[src/rtl/rpc_pkg.sv]
// Shared types and constants for the crank rpm and injector pulse calculator.
// Holds the microcode word, sequencer status, register indexes and fixed constants.
// No dependencies.
`timescale 1ns / 1ps

package rpc_pkg;

    localparam int STEP_W = 3;
    typedef logic [STEP_W-1:0] step_t;

    localparam step_t STEP_WAIT    = 3'd0;
    localparam step_t STEP_PERIOD  = 3'd1;
    localparam step_t STEP_DIVINIT = 3'd2;
    localparam step_t STEP_DIV     = 3'd3;
    localparam step_t STEP_RPM     = 3'd4;
    localparam step_t STEP_MUL     = 3'd5;
    localparam step_t STEP_CLAMP   = 3'd6;
    localparam step_t STEP_OUT     = 3'd7;

    typedef enum logic [2:0] {
        OP_LATCH    = 3'd0,
        OP_PERIOD   = 3'd1,
        OP_DIV_INIT = 3'd2,
        OP_DIV_STEP = 3'd3,
        OP_RPM      = 3'd4,
        OP_MUL      = 3'd5,
        OP_CLAMP    = 3'd6,
        OP_OUT      = 3'd7
    } op_t;

    typedef enum logic [2:0] {
        COND_NEVER       = 3'd0,
        COND_NO_INPUT    = 3'd1,
        COND_IGNORED     = 3'd2,
        COND_DIV_BUSY    = 3'd3,
        COND_NO_INTAKE   = 3'd4,
        COND_OUT_BLOCKED = 3'd5
    } cond_t;

    typedef struct packed {
        op_t   op;
        cond_t cond;
        step_t target;
    } cw_t;

    typedef struct packed {
        logic no_input;
        logic ignored;
        logic div_busy;
        logic no_intake;
        logic out_blocked;
    } seq_status_t;

    localparam int CFG_ADDR_W = 3;
    localparam int CFG_DATA_W = 16;
    typedef logic [CFG_ADDR_W-1:0] cfg_addr_t;

    localparam cfg_addr_t REG_MIN_PERIOD = 3'd0;
    localparam cfg_addr_t REG_INTAKE_THR = 3'd1;
    localparam cfg_addr_t REG_PULSE_MAX  = 3'd2;
    localparam cfg_addr_t REG_PULSE_MIN  = 3'd3;
    localparam cfg_addr_t REG_ENRICH     = 3'd4;
    localparam cfg_addr_t REG_COLD_LIMIT = 3'd5;

    localparam int DIV_W = 26;
    localparam logic [DIV_W-1:0] RPM_NUM = 26'd60000000;
    localparam logic [DIV_W-1:0] RPM_SAT = 26'd200000;

    localparam logic signed [13:0] BASE_OFFSET = 14'sd2400; // 1000 + 2*700
    localparam logic [10:0]        UNITY_Q8    = 11'd256;

endpackage

[src/rtl/rpc_seq.sv]
// Microcode sequencer: step counter, control store and conditional jumps.
// Depends on rpc_pkg for the control word, status and step labels.
`timescale 1ns / 1ps

module rpc_seq (
    input  logic                aclk,
    input  logic                aresetn,
    input  rpc_pkg::seq_status_t status,
    output rpc_pkg::cw_t        cw,
    output rpc_pkg::step_t      step
);
    import rpc_pkg::*;

    step_t step_reg;
    step_t step_next;
    logic  take_jump;

    function automatic cw_t rom(input step_t s);
        cw_t w;
        unique case (s)
            STEP_WAIT:    w = '{OP_LATCH,    COND_NO_INPUT,    STEP_WAIT};
            STEP_PERIOD:  w = '{OP_PERIOD,   COND_IGNORED,     STEP_OUT};
            STEP_DIVINIT: w = '{OP_DIV_INIT, COND_NEVER,       STEP_WAIT};
            STEP_DIV:     w = '{OP_DIV_STEP, COND_DIV_BUSY,    STEP_DIV};
            STEP_RPM:     w = '{OP_RPM,      COND_NO_INTAKE,   STEP_OUT};
            STEP_MUL:     w = '{OP_MUL,      COND_NEVER,       STEP_WAIT};
            STEP_CLAMP:   w = '{OP_CLAMP,    COND_NEVER,       STEP_WAIT};
            STEP_OUT:     w = '{OP_OUT,      COND_OUT_BLOCKED, STEP_OUT};
            default:      w = '{OP_LATCH,    COND_NO_INPUT,    STEP_WAIT};
        endcase
        return w;
    endfunction

    assign cw   = rom(step_reg);
    assign step = step_reg;

    always_comb begin
        unique case (cw.cond)
            COND_NEVER:       take_jump = 1'b0;
            COND_NO_INPUT:    take_jump = status.no_input;
            COND_IGNORED:     take_jump = status.ignored;
            COND_DIV_BUSY:    take_jump = status.div_busy;
            COND_NO_INTAKE:   take_jump = status.no_intake;
            COND_OUT_BLOCKED: take_jump = status.out_blocked;
            default:          take_jump = 1'b0;
        endcase
        // last step wraps to the first
        step_next = take_jump ? cw.target : step_reg + step_t'(1);
    end

    always_ff @(posedge aclk) begin
        if (!aresetn) begin
            step_reg <= STEP_WAIT;
        end else begin
            step_reg <= step_next;
        end
    end

endmodule

[src/rtl/rpm_and_injector_pulse_calc.sv]
// Top level: crank edge rpm meter and injector pulse calculator datapath.
// Depends on rpc_pkg and rpc_seq.
//
//  channel | direction | handshake           | payload
//  s_      | in        | s_valid / s_ready   | edge_time_us, map_sample, engine_temp_decideg
//  m_      | out       | m_valid / m_ready   | edge_accepted, rpm_now, rpm_peak,
//          |           |                     | inject_fire, pulse_width_us
//  cfg_    | in        | cfg_wr_en           | cfg_addr, cfg_wdata
//
// An accepted intake edge runs through the 26-step restoring rpm divider, multiply and
// clamp; a counted edge without intake skips multiply and clamp, an ignored edge all three.
// s_ready is high only while the sequencer waits for an edge; a result waiting in the
// output register does not block the next transfer in, only the next result load.
// Synchronous active-low reset loads register defaults and clears model and control state.
`timescale 1ns / 1ps

module rpm_and_injector_pulse_calc (
    input  logic                       aclk,
    input  logic                       aresetn,
    input  logic                       s_valid,
    output logic                       s_ready,
    input  logic [63:0]                s_edge_time_us,
    input  logic [11:0]                s_map_sample,
    input  logic signed [11:0]         s_engine_temp_decideg,
    output logic                       m_valid,
    input  logic                       m_ready,
    output logic                       m_edge_accepted,
    output logic [17:0]                m_rpm_now,
    output logic [17:0]                m_rpm_peak,
    output logic                       m_inject_fire,
    output logic [12:0]                m_pulse_width_us,
    input  logic                       cfg_wr_en,
    input  rpc_pkg::cfg_addr_t         cfg_addr,
    input  logic [rpc_pkg::CFG_DATA_W-1:0] cfg_wdata
);
    import rpc_pkg::*;

    // configuration
    logic [15:0]        min_period_reg;
    logic [11:0]        intake_thr_reg;
    logic [12:0]        pulse_max_reg;
    logic [12:0]        pulse_min_reg;
    logic [9:0]         enrich_reg;
    logic signed [11:0] cold_limit_reg;

    // model state
    logic [63:0] last_edge_reg;
    logic [17:0] cur_rpm_reg;
    logic [17:0] peak_rpm_reg;
    logic [12:0] last_pulse_reg;

    // working registers
    logic [63:0]        time_reg;
    logic [11:0]        map_reg;
    logic signed [11:0] temp_reg;
    logic [DIV_W-1:0]   dvsr_reg;
    logic               big_reg;
    logic [DIV_W-1:0]   rem_reg;
    logic [DIV_W-1:0]   quo_reg;
    logic [4:0]         cnt_reg;
    logic signed [25:0] prod_reg;
    logic               accepted_reg;
    logic               fire_reg;

    // output register
    logic        m_valid_reg;
    logic        o_acc_reg;
    logic [17:0] o_rpm_reg;
    logic [17:0] o_peak_reg;
    logic        o_fire_reg;
    logic [12:0] o_pulse_reg;

    cw_t         cw;
    step_t       step;
    seq_status_t status;

    logic [63:0]        period;
    logic               counted;
    logic [DIV_W:0]     rem_shift;
    logic [DIV_W:0]     rem_diff;
    logic               q_bit;
    logic [17:0]        rpm_val;
    logic signed [13:0] base;
    logic signed [11:0] factor;
    logic signed [25:0] hi_lim;
    logic signed [25:0] lo_lim;
    logic [12:0]        pulse_val;
    logic               out_blocked;

    rpc_seq u_seq (
        .aclk    (aclk),
        .aresetn (aresetn),
        .status  (status),
        .cw      (cw),
        .step    (step)
    );

    assign s_ready     = (step == STEP_WAIT);
    assign out_blocked = m_valid_reg && !m_ready;

    assign period  = time_reg - last_edge_reg;
    assign counted = (|period[63:16]) || (period[15:0] > min_period_reg);

    assign rem_shift = {rem_reg, RPM_NUM[cnt_reg]};
    assign rem_diff  = rem_shift - {1'b0, dvsr_reg};
    assign q_bit     = !rem_diff[DIV_W];

    always_comb begin
        if (big_reg) begin
            rpm_val = '0;
        end else if (quo_reg > RPM_SAT) begin
            rpm_val = RPM_SAT[17:0];
        end else begin
            rpm_val = quo_reg[17:0];
        end
    end

    assign base   = BASE_OFFSET - $signed({1'b0, map_reg, 1'b0});
    assign factor = (temp_reg < cold_limit_reg) ? $signed({2'b00, enrich_reg})
                                                : $signed({1'b0, UNITY_Q8});
    assign hi_lim = $signed({5'b0, pulse_max_reg, 8'b0});
    assign lo_lim = $signed({5'b0, pulse_min_reg, 8'b0});

    always_comb begin
        if (prod_reg > hi_lim) begin
            pulse_val = pulse_max_reg;
        end else if (prod_reg < lo_lim) begin
            pulse_val = pulse_min_reg;
        end else begin
            pulse_val = prod_reg[20:8];
        end
    end

    assign status.no_input    = !s_valid;
    assign status.ignored     = !counted;
    assign status.div_busy    = (cnt_reg != 5'd0);
    assign status.no_intake   = !(map_reg < intake_thr_reg);
    assign status.out_blocked = out_blocked;

    // configuration writes
    always_ff @(posedge aclk) begin
        if (!aresetn) begin
            min_period_reg <= 16'd300;
            intake_thr_reg <= 12'd600;
            pulse_max_reg  <= 13'd5000;
            pulse_min_reg  <= 13'd500;
            enrich_reg     <= 10'd333;
            cold_limit_reg <= 12'sd200;
        end else if (cfg_wr_en) begin
            case (cfg_addr)
                REG_MIN_PERIOD: min_period_reg <= cfg_wdata;
                REG_INTAKE_THR: intake_thr_reg <= cfg_wdata[11:0];
                REG_PULSE_MAX:  pulse_max_reg  <= cfg_wdata[12:0];
                REG_PULSE_MIN:  pulse_min_reg  <= cfg_wdata[12:0];
                REG_ENRICH:     enrich_reg     <= cfg_wdata[9:0];
                REG_COLD_LIMIT: cold_limit_reg <= $signed(cfg_wdata[11:0]);
                default: ;
            endcase
        end
    end

    // state and control
    always_ff @(posedge aclk) begin
        if (!aresetn) begin
            last_edge_reg  <= '0;
            cur_rpm_reg    <= '0;
            peak_rpm_reg   <= '0;
            last_pulse_reg <= '0;
            accepted_reg   <= 1'b0;
            fire_reg       <= 1'b0;
            cnt_reg        <= '0;
            m_valid_reg    <= 1'b0;
        end else begin
            if (m_valid_reg && m_ready && (cw.op != OP_OUT)) begin
                m_valid_reg <= 1'b0;
            end
            case (cw.op)
                OP_LATCH: begin
                    if (s_valid) begin
                        accepted_reg <= 1'b0;
                        fire_reg     <= 1'b0;
                    end
                end
                OP_PERIOD:   accepted_reg <= counted;
                OP_DIV_INIT: cnt_reg <= 5'(DIV_W - 1);
                OP_DIV_STEP: cnt_reg <= cnt_reg - 5'd1;
                OP_RPM: begin
                    cur_rpm_reg   <= rpm_val;
                    last_edge_reg <= time_reg;
                    if (rpm_val > peak_rpm_reg) begin
                        peak_rpm_reg <= rpm_val;
                    end
                end
                OP_CLAMP: begin
                    last_pulse_reg <= pulse_val;
                    fire_reg       <= 1'b1;
                end
                OP_OUT: begin
                    if (!out_blocked) begin
                        m_valid_reg <= 1'b1;
                    end
                end
                default: ;
            endcase
        end
    end

    // payload
    always_ff @(posedge aclk) begin
        case (cw.op)
            OP_LATCH: begin
                if (s_valid) begin
                    time_reg <= s_edge_time_us;
                    map_reg  <= s_map_sample;
                    temp_reg <= s_engine_temp_decideg;
                end
            end
            OP_DIV_INIT: begin
                dvsr_reg <= period[DIV_W-1:0];
                big_reg  <= |period[63:DIV_W];
                rem_reg  <= '0;
                quo_reg  <= '0;
            end
            OP_DIV_STEP: begin
                rem_reg <= q_bit ? rem_diff[DIV_W-1:0] : rem_shift[DIV_W-1:0];
                quo_reg <= {quo_reg[DIV_W-2:0], q_bit};
            end
            OP_MUL: prod_reg <= base * factor;
            OP_OUT: begin
                if (!out_blocked) begin
                    o_acc_reg   <= accepted_reg;
                    o_rpm_reg   <= cur_rpm_reg;
                    o_peak_reg  <= peak_rpm_reg;
                    o_fire_reg  <= fire_reg;
                    o_pulse_reg <= last_pulse_reg;
                end
            end
            default: ;
        endcase
    end

    assign m_valid          = m_valid_reg;
    assign m_edge_accepted  = o_acc_reg;
    assign m_rpm_now        = o_rpm_reg;
    assign m_rpm_peak       = o_peak_reg;
    assign m_inject_fire    = o_fire_reg;
    assign m_pulse_width_us = o_pulse_reg;

endmodule
[config.mk]
export PLATFORM = sky130hd
export DESIGN_NAME = rpm_and_injector_pulse_calc
export DESIGN_NICKNAME = d
export VERILOG_FILES = /design/src/rtl/rpc_pkg.sv /design/src/rtl/rpc_seq.sv /design/src/rtl/rpm_and_injector_pulse_calc.sv
export SDC_FILE = /design/constraint.sdc
export NUM_CORES = 1
export LEC_CHECK = 0
export ABC_AREA = 0
export BUFFER_PORTS_ARGS = -buffer_cell sky130_fd_sc_hd__buf_2
export CAP_MARGIN = 20
export CORE_ASPECT_RATIO = 0.8
export CORE_MARGIN = 2
export CORE_UTILIZATION = 60
export CTS_BUF_LIST = sky130_fd_sc_hd__clkbuf_8
export DETAILED_ROUTE_END_ITERATION = 12
export GPL_TIMING_DRIVEN = 0
export HOLD_SLACK_MARGIN = 0.12
export MAX_ROUTING_LAYER = met4
export PLACE_DENSITY = 0.88
export SETUP_SLACK_MARGIN = 0.02
export SYNTH_ARGS = -nofsm -noshare
export SYNTH_HDL_FRONTEND = slang
export SYNTH_SLANG_ARGS = --single-unit
[constraint.sdc]
create_clock -name aclk -period 24.5 [get_ports aclk]
set_clock_uncertainty 0.15 [all_clocks]
set_input_delay 4.9 -clock aclk [delete_from_list [all_inputs] [get_ports aclk]]
set_output_delay 4.9 -clock aclk [all_outputs]
set_load 0.01 [all_outputs]
==> results of run 1 <==
## metal layers
metal | wire length, um | track usage | vias to the layer above
met2 | 33100 | 0.449 | 1135
li1 | - | - | 11597
met1 | 33300 | 0.440 | 11574
met4 | 2480 | 0.101 | 0
met3 | 7240 | 0.0610 | 182
met5 | 0 | - | -
## cell families (layout without fill, tap and decap cells)
kind of cell	count (synthesis)	in the layout	synth area share
simple gates	1090	1090	0.166
compound gates	637	637	0.140
buf+inv	526	835	0.0681
flops	451	451	0.389
fa+ha+maj	356	356	0.183
xor+xnor	101	101	0.0300
mux	70	70	0.0241
other cells	0	3	0
## cells in the mapped netlist (20+ instances only)
cell type	n	area (sq um)
and3_1	43	269
a21oi_1	268	1340
o21ai_0	86	430
ha_1	233	2920
nand4_1	45	282
and2_1	28	175
nand2b_1	29	181
edfxtp_1	242	7270
buf_2	21	105
nor2b_1	35	219
o211ai_1	32	240
fa_1	123	2460
a21o_1	53	398
nand3_1	58	290
mux2i_1	63	631
xor2_1	31	272
inv_1	399	1500
a211oi_1	20	150
xnor2_1	70	613
clkbuf_1	94	353
nand2_1	481	1810
nor2_1	257	965
nor3_1	49	245
dfxtp_1	209	4180
## worst paths after layout
kind	start	endpoint	slack, ns	depth (start not counted)
min	cur_rpm_reg[7]	m_rpm_now[7]	0.28	0
min reg2reg	cur_rpm_reg[7]	m_rpm_now[7]	0.28	0
max	temp_reg[1]	prod_reg[24]	14.83	37
max reg2reg	temp_reg[1]	prod_reg[24]	14.83	37
## metrics by stage
| step | hold WS [ns] | utilization | power, mW |
|---|---|---|---|
| final | 0.280 | 0.676 | 3.96 |
| after global routing | 0.297 | 0.676 | 4.28 |
| after CTS | 0.282 | 0.676 | 3.95 |
| after detailed placement | 0.268 | 0.646 | 3.26 |
| after global placement | 0.264 | 0.642 | 3.19 |
| after floorplan | 0.258 | - | 2.73 |
## power groups by stage
stage	clock network [mW]	registers, mW	logic [mW]
2_1_floorplan	0	1.08	1.65
4_1_cts	0.681	1.08	2.18
3_5_place_dp	0	1.10	2.16
3_3_place_gp	0	1.12	2.07
5_1_grt	0.713	1.09	2.47
6_report	0.672	1.08	2.21
## worst max-delay path, delay by kind of cell (launching register included)
kind | cells | cell delay [ns]
DFF | 1 | 0.40
AOI/OAI and AO/OA | 22 | 4.22
adders and majority gates | 7 | 2.86
buffers and inverters | 4 | 0.79
and+or+nand+nor | 4 | 0.98
## final cells by class
cell class                      instances  area [sq um]  share of cell area
Inverter                              401          1510              0.0460
Clock buffer                           82          1130              0.0345
Timing Repair Buffer                  178           972              0.0297
Clock inverter                         49           357              0.0109
Sequential cell                       451         11500               0.350
Multi-Input combinational cell       2254         16000               0.489
Antenna cell                            3          7.51            0.000229
Tap cell                              629           787              0.0241
Buffer                                125           500              0.0153
==> run metrics, run 1 <==
status=completed; Synthesized Nets=3699; largest stage delay on the critical path=0.54 ns; hold_buf cts=0; most frequent cells in the layout=nand2_1 (481), inv_1 (424), a21oi_1 (268); post-place setup slack=15.07 ns; drt first pass iters=6; Area growth syn-to-layout=11.1%; CP max-delay cell=fa_1; power share of the sequential group=0.274; first-pass GRT wire length=122 mm; H-Tree Depth=3; CTS tree=done; Seq/Total Area, Yosys=0.389; Layout fillers=3701; root buf cell=clkbuf_8; Cell Area, Placed=0.0312 sq mm; Comb power frac=0.557; Mapped Area=0.0295 sq mm; Rel. slew slack=0.222; Peak VDD IR=0.000221 V; Final Hold Fails=0; DR DRC count=0; Critical Path AT=9.96 ns; GRT overflow=0; Final setup viols=0; height of the chip=202 um; vias in the first global route=23103; dpl cells=4038; Pleak=13.9 nW; Nets=3950; Worst-path clk slew=0.07 ns; Die Width=252 um; core area=0.0484 sq mm; register bit total from synthesis=451; synth warn=0; HP Class=reg -> reg; Die ar.=0.0509 sq mm; Synth Flop Type=edfxtp_1; vias per std cell=5.87; IO Count=165; setup ws final=14.83 ns; data required time of the worst path=24.79 ns; Initial Util=0.609; power per standard cell area=121 mW/mm^2; violation count after the first detailed-route iteration=2462; CP most frequent cell=a21o_1; max-cap violations=0; fin crit period=9.67 ns; Max FO, Critical Path=10; # port buffers=163; initial antenna violation count=2; switch share=0.440; DR vias=24488; num rows=72; Setup crit start kind=flip-flop; CTS Sinks=451; RSZ-0062 raised after global routing=false; switching power=1.74 mW; Distinct cells, synth=96; final estimated routing congestion in global placement=1.04; fmax=103 MHz; Post-Synthesis Cells=3231; Final period util=0.395; share of synthesized registers carrying an async set or reset=0; worst setup path category=reg -> reg; most common cell after layout, fill and taps aside=nand2_1; final cell area excluding filler cells=0.0327 sq mm; Longest Clk Path Bufs=3; clk_lat worst skew=0.69 ns; All-Layer GR Usage=0.310; ANT nets after route=0; Worst-Margin Slew=1.17 ns; syn avg cell area=9.12 sq um; largest net degree at the start of global routing=32; Fin Setup TNS=0 ns; wire per inst=18.3 um; Post-CTS Setup Repair Bufs=0; Post-synth EDFFs=242; P_int=2.22 mW; Slew Limit Fails=0; Num CTS Buffers=71; final wirelength=76.1 mm; layout cells sized above 1=0.0992; HPWL Detailed=58.8 mm; clock power share=0.170; Final Non-Filler Cells=4172; CP Capture Type=flip-flop; cts repair resizes=0
No activity file was read; power rests on OpenSTA's default activity.
==> run 2, diff against run 1 <==
- clock period: 24.5 -> 9.1 ns (I/O delays scaled with it)
==> run metrics, run 2 (synthesized netlist as in run 1, its figures left out) <==
vias in the first global route=23143; HPWL Detailed=59.6 mm; initial antenna violation count=4; Die ar.=0.0509 sq mm; Die Width=252 um; fmax=115 MHz; num rows=72; Critical Path Source=cold_limit_reg[1]; wire per inst=18.4 um; largest stage delay on the critical path=0.54 ns; root buf cell=clkbuf_8; Peak VDD IR=0.000732 V; largest net degree at the start of global routing=45; core area=0.0484 sq mm; drt first pass iters=8; hold_buf cts=0; Fin Setup TNS=0 ns; Area growth syn-to-layout=11.3%; Num CTS Buffers=72; violation count after the first detailed-route iteration=2459; final wirelength=76.5 mm; DR vias=24435; ANT nets after route=0; data required time of the worst path=9.36 ns; first-pass GRT wire length=120 mm; Final Hold Fails=0; vias per std cell=5.86; Max FO, Critical Path=10; clk_lat worst skew=0.66 ns; status=completed; Worst-path clk slew=0.06 ns; hold path startpoint=cur_rpm_reg[1]; Rel. slew slack=0.176; DR DRC count=0; Worst-Margin Slew=1.24 ns; IO Count=165; Setup crit start kind=flip-flop; max-cap violations=0; Nets=3945; most common cell after layout, fill and taps aside=nand2_1; # port buffers=163; most frequent cells in the layout=nand2_1 (479), inv_1 (423), a21oi_1 (266); All-Layer GR Usage=0.308; power per standard cell area=328 mW/mm^2; height of the chip=202 um; worst flop-to-flop path startpoint=cold_limit_reg[1]; final estimated routing congestion in global placement=1.01; HP Class=reg -> reg; CTS tree=done; fin crit period=8.71 ns; Critical Path AT=8.97 ns; Slew Limit Fails=0; CP Capture Type=flip-flop; Final setup viols=0; Initial Util=0.609; hold_ws=0.276 ns; CTS Sinks=451; CP max-delay cell=fa_1; worst setup path category=reg -> reg; CP most frequent cell=a21o_1; H-Tree Depth=3; GRT overflow=0; Longest Clk Path Bufs=3; Pleak=13.9 nW; layout cells sized above 1=0.104; Final period util=0.957
## run 2: changes by cell type in the layout (fill, tap and decap cells not counted), moves of 3 or more
cell      delta
clkbuf_8     +4
o21ai_0      -5
inv_8        -3
inv_6        +4
buf_4        -6
clkbuf_1     -8
o21ai_1      +4
and2_1       -4
buf_6        +5
## run 2: where the power goes
part	switching [mW]	leakage (nW)	internal, mW
clock network	0.827	0.848	0.952
logic	3.69	9.08	2.35
registers	0.224	3.94	2.70
## run 2: final timing paths
kind | end | slack [ns] | depth (start not counted)
min | m_rpm_now[1] | 0.28 | 0
min reg2reg | m_rpm_now[1] | 0.28 | 0
max reg2reg | prod_reg[24] | 0.39 | 37
max | prod_reg[24] | 0.39 | 37
## run 2: per-layer routing
layer  wire length, um  track usage
met1             33500        0.434
met2             33700        0.452
met3              7100       0.0550
met4              2120        0.100
met5                 0            -
## run 2: worst max-delay path, delay by kind of cell (launching register included)
family	cells	cell delay [ns]
adders and majority gates	7	3.06
AOI/OAI and AO/OA	21	3.87
buffers and inverters	5	0.34
and+or+nand+nor	4	0.75
DFF	1	0.33
## run 2: stage by stage
step                total power [mW]  cell area, sq um  cells   util  setup WS, ns
floorplan                       7.33             29500   3231      -         0.777
global placement                8.57             31100   4023  0.642        -0.623
detailed placement              8.82             31200   4033  0.646        -0.376
CTS                             10.6             32700   4162  0.676        0.0523
global route                    11.6             32800   4167  0.678       -0.0173
finish                          10.7             32800   4167  0.678         0.392
## run 2: layout make-up
class	count	area (sq um)
plain buffers	121	505
repair buffers	176	983
fillers	3746	15600
flip-flops and latches	451	11500
clock inverters	45	297
diodes	4	10.0
inverters	401	1510
well taps	629	787
clock buffers	86	1180
multi-input cells	2254	16100
## run 2: repair_timing
action | in CTS | in global routing
setup endpoints to repair | 3 | 5
cloned | 0 | 0
buffers inserted | 0 | 3
pin swaps | 0 | 3
gates resized for setup | 6 | 30
hold endpoints to repair | 0 | 0
